[config.mk]
export PLATFORM = sky130hd
export DESIGN_NAME = feedback_frame_receiver
export DESIGN_NICKNAME = d
export VERILOG_FILES = /design/src/rtl/ffr_pkg.sv /design/src/rtl/ffr_front.sv /design/src/rtl/ffr_queue.sv /design/src/rtl/ffr_back.sv /design/src/rtl/feedback_frame_receiver.sv
export SDC_FILE = /design/constraint.sdc
export NUM_CORES = 1
export LEC_CHECK = 0
export ABC_AREA = 1
export ABC_CLOCK_PERIOD_IN_PS = 23600
export BUFFER_PORTS_ARGS = -buffer_cell sky130_fd_sc_hd__buf_2
export CORE_MARGIN = 2
export CORE_UTILIZATION = 45
export CTS_CLUSTER_DIAMETER = 200
export DETAILED_ROUTE_END_ITERATION = 16
export HOLD_SLACK_MARGIN = 0.05
export SYNTH_ARGS = -nofsm -noshare
export SYNTH_HDL_FRONTEND = slang
export SYNTH_SLANG_ARGS = --single-unit
[constraint.sdc]
create_clock -name clk -period 23.6 [get_ports clk]
set_clock_uncertainty 0.1 [all_clocks]
set_input_delay 2.36 -clock clk [delete_from_list [all_inputs] [get_ports clk]]
set_output_delay 2.36 -clock clk [all_outputs]
set_load 0.01 [all_outputs]
[src/rtl/ffr_pkg.sv]
// Shared types and constants for the feedback frame receiver.
// No dependencies; imported by every module in rtl/.
package ffr_pkg;

	localparam int unsigned FrameLen   = 18;
	localparam int unsigned NumPayload = 7;
	localparam int unsigned IdxW       = 5;

	localparam logic [IdxW-1:0] IdxIdle  = 5'd0;
	localparam logic [IdxW-1:0] IdxFirst = 5'd2;
	localparam logic [IdxW-1:0] IdxLast  = 5'(FrameLen - 1);

	localparam logic [15:0] StartWordRst = 16'hABCD;

	// frame as assembled by the front end, not yet checked
	typedef struct packed {
		logic [15:0]                 first_word;
		logic [15:0]                 check_word;
		logic [15:0]                 xor_sum;
		logic [NumPayload-1:0][15:0] payload;
	} frame_rec_t;

	// checked result as presented on the output ports
	typedef struct packed {
		logic                        frame_valid;
		logic [NumPayload-1:0][15:0] payload;
	} frame_res_t;

endpackage

[src/rtl/ffr_front.sv]
// Front end: byte joining, start word detection and frame assembly.
// Keeps a running XOR of words 0..7; depends on ffr_pkg.
module ffr_front (
	input  logic               clk,
	input  logic               arst_n,
	input  logic               accept,
	input  logic [7:0]         rx_byte,
	input  logic [15:0]        start_word,
	output logic               rec_push,
	output ffr_pkg::frame_rec_t rec
);
	import ffr_pkg::*;

	logic [7:0]      prev_q;
	logic [IdxW-1:0] idx_q;
	logic [7:0]      lo_q;
	logic [15:0]     word0_q;
	logic [15:0]     xor_q;
	logic [NumPayload-1:0][15:0] word_q;

	logic [15:0] joined;
	logic [15:0] pair;
	logic        match;
	logic        assembling;
	logic        hi_byte;

	assign joined     = {rx_byte, prev_q};
	assign pair       = {rx_byte, lo_q};
	assign match      = (joined == start_word);
	assign assembling = (idx_q != IdxIdle);
	assign hi_byte    = idx_q[0];

	assign rec_push = accept && !match && (idx_q == IdxLast);

	always_comb begin
		rec.first_word = word0_q;
		rec.check_word = pair;
		rec.xor_sum    = xor_q;
		rec.payload    = word_q;
	end

	always_ff @(posedge clk or negedge arst_n) begin
		if (!arst_n) begin
			prev_q <= '0;
			idx_q  <= IdxIdle;
		end else if (accept) begin
			prev_q <= rx_byte;
			if (match) begin
				idx_q <= IdxFirst;
			end else if (rec_push) begin
				idx_q <= IdxIdle;
			end else if (assembling) begin
				idx_q <= idx_q + 5'd1;
			end
		end
	end

	// frame storage, written before it is read
	always_ff @(posedge clk) begin
		if (accept) begin
			if (match) begin
				word0_q <= joined;
				xor_q   <= joined;
			end else if (assembling) begin
				if (!hi_byte) begin
					lo_q <= rx_byte;
				end else if (idx_q != IdxLast) begin
					xor_q <= xor_q ^ pair;
				end
				for (int k = 0; k < NumPayload; k++) begin
					if (hi_byte && idx_q[IdxW-1:1] == 4'(k + 1)) begin
						word_q[k] <= pair;
					end
				end
			end
		end
	end

	a_idx_range: assert property (@(posedge clk) disable iff (!arst_n)
		idx_q != 5'd1 && idx_q <= IdxLast)
		else $error("frame index out of range");

	a_restart: assert property (@(posedge clk) disable iff (!arst_n)
		accept && match |=> idx_q == IdxFirst && !$past(rec_push))
		else $error("start word did not restart assembly");

endmodule

[src/rtl/ffr_queue.sv]
// Short queue of assembled frames between front and back end.
// Register array with one read port; depends on ffr_pkg.
module ffr_queue #(
	parameter int unsigned Depth = 2
) (
	input  logic                clk,
	input  logic                arst_n,
	input  logic                wr_en,
	input  ffr_pkg::frame_rec_t wr_data,
	output logic                full,
	input  logic                rd_en,
	output logic                not_empty,
	output ffr_pkg::frame_rec_t rd_data
);
	import ffr_pkg::*;

	localparam int unsigned PtrW = (Depth > 1) ? $clog2(Depth) : 1;
	localparam int unsigned CntW = $clog2(Depth + 1);
	localparam logic [PtrW-1:0] PtrLast = PtrW'(Depth - 1);

	frame_rec_t          mem_q [Depth];
	logic [PtrW-1:0]     wr_ptr_q;
	logic [PtrW-1:0]     rd_ptr_q;
	logic [CntW-1:0]     count_q;

	assign full      = (count_q == CntW'(Depth));
	assign not_empty = (count_q != '0);
	assign rd_data   = mem_q[rd_ptr_q];

	always_ff @(posedge clk or negedge arst_n) begin
		if (!arst_n) begin
			wr_ptr_q <= '0;
			rd_ptr_q <= '0;
			count_q  <= '0;
		end else begin
			if (wr_en) begin
				wr_ptr_q <= (wr_ptr_q == PtrLast) ? '0 : wr_ptr_q + PtrW'(1);
			end
			if (rd_en) begin
				rd_ptr_q <= (rd_ptr_q == PtrLast) ? '0 : rd_ptr_q + PtrW'(1);
			end
			if (wr_en && !rd_en) begin
				count_q <= count_q + CntW'(1);
			end else if (rd_en && !wr_en) begin
				count_q <= count_q - CntW'(1);
			end
		end
	end

	always_ff @(posedge clk) begin
		if (wr_en) begin
			mem_q[wr_ptr_q] <= wr_data;
		end
	end

	a_no_overrun: assert property (@(posedge clk) disable iff (!arst_n)
		!(wr_en && full) && !(rd_en && !not_empty))
		else $error("frame queue overrun or underrun");

endmodule

[src/rtl/ffr_back.sv]
// Back end: start word and checksum check, output register.
// Drains the frame queue; depends on ffr_pkg.
module ffr_back (
	input  logic                clk,
	input  logic                arst_n,
	input  logic [15:0]         start_word,
	input  logic                rec_avail,
	input  ffr_pkg::frame_rec_t rec,
	output logic                rec_take,
	output logic                empty,
	input  logic                pop,
	output ffr_pkg::frame_res_t res
);
	import ffr_pkg::*;

	logic       out_v_q;
	frame_res_t res_q;
	logic       ok;

	assign ok       = (rec.first_word == start_word) && (rec.xor_sum == rec.check_word);
	assign rec_take = rec_avail && (!out_v_q || pop);
	assign empty    = !out_v_q;
	assign res      = res_q;

	always_ff @(posedge clk or negedge arst_n) begin
		if (!arst_n) begin
			out_v_q <= 1'b0;
		end else if (rec_take) begin
			out_v_q <= 1'b1;
		end else if (pop) begin
			out_v_q <= 1'b0;
		end
	end

	// dropped frames report all-zero payload
	always_ff @(posedge clk) begin
		if (rec_take) begin
			res_q.frame_valid <= ok;
			res_q.payload     <= ok ? rec.payload : '0;
		end
	end

	a_drop_zero: assert property (@(posedge clk) disable iff (!arst_n)
		out_v_q && !res_q.frame_valid |-> res_q.payload == '0)
		else $error("dropped frame carries payload");

endmodule

[src/rtl/feedback_frame_receiver.sv]
// Feedback frame receiver: one byte per cycle in while full is low, one checked frame per 18-byte frame out.
// Frame path: a frame enters the frame queue at the edge that takes its last byte, then moves
// into the output register when the output register is free or is being popped.
// Throughput: one byte every cycle while full is low; full rises only when the frame queue holds
// QueueDepth frames and the output register is occupied.
// Reset (arst_n low, async): idle, no frame in flight, queue and output empty,
// start_word back to 0xABCD. Depends on ffr_pkg, ffr_front, ffr_queue, ffr_back.
module feedback_frame_receiver #(
	parameter int unsigned QueueDepth = 2
) (
	input  logic               clk,
	input  logic               arst_n,
	input  logic               push,
	output logic               full,
	input  logic [7:0]         rx_byte,
	output logic               empty,
	input  logic               pop,
	output logic               frame_valid,
	output logic signed [15:0] command_one,
	output logic signed [15:0] command_two,
	output logic signed [15:0] speed_right,
	output logic signed [15:0] speed_left,
	output logic signed [15:0] battery_voltage,
	output logic signed [15:0] board_temperature,
	output logic [15:0]        led_command,
	input  logic               cfg_valid,
	output logic               cfg_ready,
	input  logic [15:0]        cfg_data
);
	import ffr_pkg::*;

	logic        cfg_wr;
	logic [15:0] start_q;
	logic        accept;
	logic        rec_push;
	logic        rec_take;
	logic        rec_avail;
	frame_rec_t  rec_in;
	frame_rec_t  rec_out;
	frame_res_t  res;

	assign cfg_ready = 1'b1;
	assign accept    = push && !full;
	assign cfg_wr    = cfg_valid && cfg_ready;

	always_ff @(posedge clk or negedge arst_n) begin
		if (!arst_n) begin
			start_q <= StartWordRst;
		end else if (cfg_wr) begin
			start_q <= cfg_data;
		end
	end

	ffr_front u_front (
		.clk        (clk),
		.arst_n     (arst_n),
		.accept     (accept),
		.rx_byte    (rx_byte),
		.start_word (start_q),
		.rec_push   (rec_push),
		.rec        (rec_in)
	);

	ffr_queue #(
		.Depth (QueueDepth)
	) u_queue (
		.clk       (clk),
		.arst_n    (arst_n),
		.wr_en     (rec_push),
		.wr_data   (rec_in),
		.full      (full),
		.rd_en     (rec_take),
		.not_empty (rec_avail),
		.rd_data   (rec_out)
	);

	ffr_back u_back (
		.clk        (clk),
		.arst_n     (arst_n),
		.start_word (start_q),
		.rec_avail  (rec_avail),
		.rec        (rec_out),
		.rec_take   (rec_take),
		.empty      (empty),
		.pop        (pop),
		.res        (res)
	);

	assign frame_valid       = res.frame_valid;
	assign command_one       = res.payload[0];
	assign command_two       = res.payload[1];
	assign speed_right       = res.payload[2];
	assign speed_left        = res.payload[3];
	assign battery_voltage   = res.payload[4];
	assign board_temperature = res.payload[5];
	assign led_command       = res.payload[6];

endmodule
==> metrics <==
Vert. Die Dim roughly 230 um; Vias/cell ~4.8; leading area contributor after synthesis edfxtp_1; GRT Overall Usage between 10% and 20%; CTS tree yes; # setup viols final 0; Yosys top cell area share about four fifths; via count between 10,000 and 15,000; Post-Synth Adder-Cell Area less than 1%; vias in the first global route 10,900; post-CTS setup buffer count 0; routed len/inst between 15 and 20 um; Worst Path Arrival approximately 6 ns; share of cells above drive strength 1 17.6%; Max Slew Vio Count 0; Routed Antenna Nets 0; most frequent cells after synthesis edfxtp_1, nand2_1, nor2_1; Cell Rows 81; leakage slightly below 10 nW; final wirelength around 44,000 um; drt drc 0; Post-Syn Instances 1,389; H-tree levels 2; # Max-Cap Violations 0; register area share after synthesis between 80% and 90%; Post-synth ARST share around 5.5%; Yosys reg bits between 600 and 700; Peak VDD IR approximately 0.081 mV; fmax around 0.17 GHz; XOR/XNOR Fraction of Synth Area under 10%; Setup CP Type in -> reg; Synth Area in Compound Gates between 1 and 1.5%; area growth from synthesis to layout 15.4%; Final Instance Area ~0.026 mm2; CTS Sinks roughly 620; syn_nets roughly 1,400; Synthesis Warnings 0; Layout Nets 1,604; CORE AREA 0.0492 mm2; clk slew on worst S/H paths approximately 0.060 ns; multiplexer share of the synthesized area about 5%; critical path endpoint category flop; Crit Path Max Fanout 91; Mapped Avg Cell Area roughly 16 um2; # port buffers roughly 140; first-pass GRT wire length 65,500 um; final worst-path cycle share roughly a quarter; FF/Latch Area roughly 0.018 mm2; clk buf depth 3; largest family of logic cells by synthesized area simple AND/OR/NAND/NOR gates; min-delay worst type reg -> reg; post-CTS sizing 0; Area contributors post-synth edfxtp_1, mux2i_1, nand2_1; Tot Pwr 0.00283 W; relative slew slack between 30% and 40%; Die Wd around 230 um; Starting Density between 40% and 50%; EDFF count, synth 585; simple-gate share of the synthesized area between 7 and 8%; Pwr Density 109 mW/mm2; synth unique cells 27; Worst setup SP type input port; I/O pin cnt around 150; largest net degree at the start of global routing 92; Skew-Pair Late Insertion Delay 0.62 ns; Worst Path Required 23.72 ns; outcome complete, no violations; setup TNS 0 ns; Primary FF master, synth edfxtp_1; slack of the critical path about 18 ns; Root Buffer clkbuf_16; most numerous cell in the Yosys netlist edfxtp_1; hold_buf cts 0; Starting DRT DRC Count between 800 and 900; Final Critical Period 5.90 ns; fill cell count around 4,000; die area between 0.05 and 0.06 mm2; Placer Congestion about 0.83; DP Area about 0.024 mm2; Multi-input gate area 0.00353 mm2; worst-margin pin slew approximately 1.0 ns; initial antenna violation count 2; Final HPWL DP between 20,000 and 30,000 um; RSZ-0062 raised after global routing no; pre-CTS WS between 15 and 20 ns; final hold vios 0; Inserted Clock Buffers 60; gr ovfl total 0; Post-Syn Area roughly 0.022 mm2; TritonRoute pass-1 iters 5
[final cells by class]
cell class	count	area share [%]
sequential	619	71.0
multi-input combinational	634	13.6
clock buffer	71	6.02
timing repair buffer	159	3.22
tap	664	3.20
clock inverter	43	1.53
inverter	97	1.43
antenna	2	0.0193
[where the power goes]
group | switching (W) | internal, W | total [W]
Clock | 0.000398 | 0.000549 | 0.000947
Sequential | 0.0000820 | 0.00136 | 0.00144
Combinational | 0.000284 | 0.000157 | 0.000441
[placed cells by master (no fill, tap or decap), types with 23 or more instances in the layout]
cell,Yosys,final
edfxtp_1,585,585
nand2_1,241,241
buf_2,1,143
nor2_1,135,132
mux2i_1,112,112
inv_1,95,94
clkbuf_16,0,61
nand3_1,39,38
o21ai_0,38,37
xor2_1,23,23
dfrtp_1,24,23
[metrics by stage]
| stage | util [%] | hold WS [ns] | cells |
|---|---|---|---|
| floorplan | - | 0.321 | 1389 |
| global placement | 48.8 | 0.323 | 2173 |
| detailed placement | 48.8 | 0.330 | 2173 |
| CTS | 52.8 | 0.339 | 2287 |
| global route | 52.8 | 0.351 | 2287 |
| finish | 52.8 | 0.342 | 2289 |
[cells by family after synthesis]
group | after synthesis
flip-flops | 619
AND/OR/NAND/NOR | 436
buffers and inverters | 136
multiplexers | 112
AO/OA/AOI/OAI | 44
XOR/XNOR | 37
adder cells (fa/ha/maj) | 4
other | 1
[state kept, by name, indices dropped and copies added (netlist names)]
signal            flops
u_queue.rd_ptr_q      1
u_front.word0_q      16
start_q              16
u_front.idx_q         5
u_back.res          113
u_queue.wr_ptr_q      1
u_front.xor_q        16
u_front.rec         112
u_queue.mem_q       320
u_front.prev_q        8
u_front.lo_q          8
u_queue.count_q       2
u_back.out_v_q        1
[critical path, cell delays in order]
cell and delay (ns):
buf_2 0.37, nand2_1 0.12, nand2_1 0.08, nor2_1 0.05, nand2_1 0.05, nor2_1 0.05, nand2_1 0.68, nand3_1 0.36
inv_1 0.17, nand2_1 0.14, inv_6 0.61, buf_4 0.85
[layer usage]
| layer | global-route usage (%) | part of all wire [%] | up-vias |
|---|---|---|---|
| met1 | 24.5 | 45 | 5410 |
| met5 | 0 | 0 | - |
| met4 | 5.02 | 1.9 | 0 |
| met3 | 2.87 | 5.4 | 60 |
| met2 | 27.4 | 47 | 306 |
| li1 | - | - | 5294 |
[path summary, 6_finish.rpt]
check	start	end	slack, ns	depth (start not counted)
setup / recovery	rx_byte[4]	u_queue.mem_q[0][56]	17.70	12
hold / removal	u_front.rec[30]	u_queue.mem_q[1][30]	0.34	0
setup reg to reg	u_front.prev_q[4]	u_queue.mem_q[0][56]	19.26	12
hold reg to reg	u_front.rec[30]	u_queue.mem_q[1][30]	0.34	0
max in group asynchronous	arst_n	u_queue.rd_ptr_q	21.02	1
min in group asynchronous	arst_n	start_q[10]	1.76	1
Power figures use the tool's default switching activity.
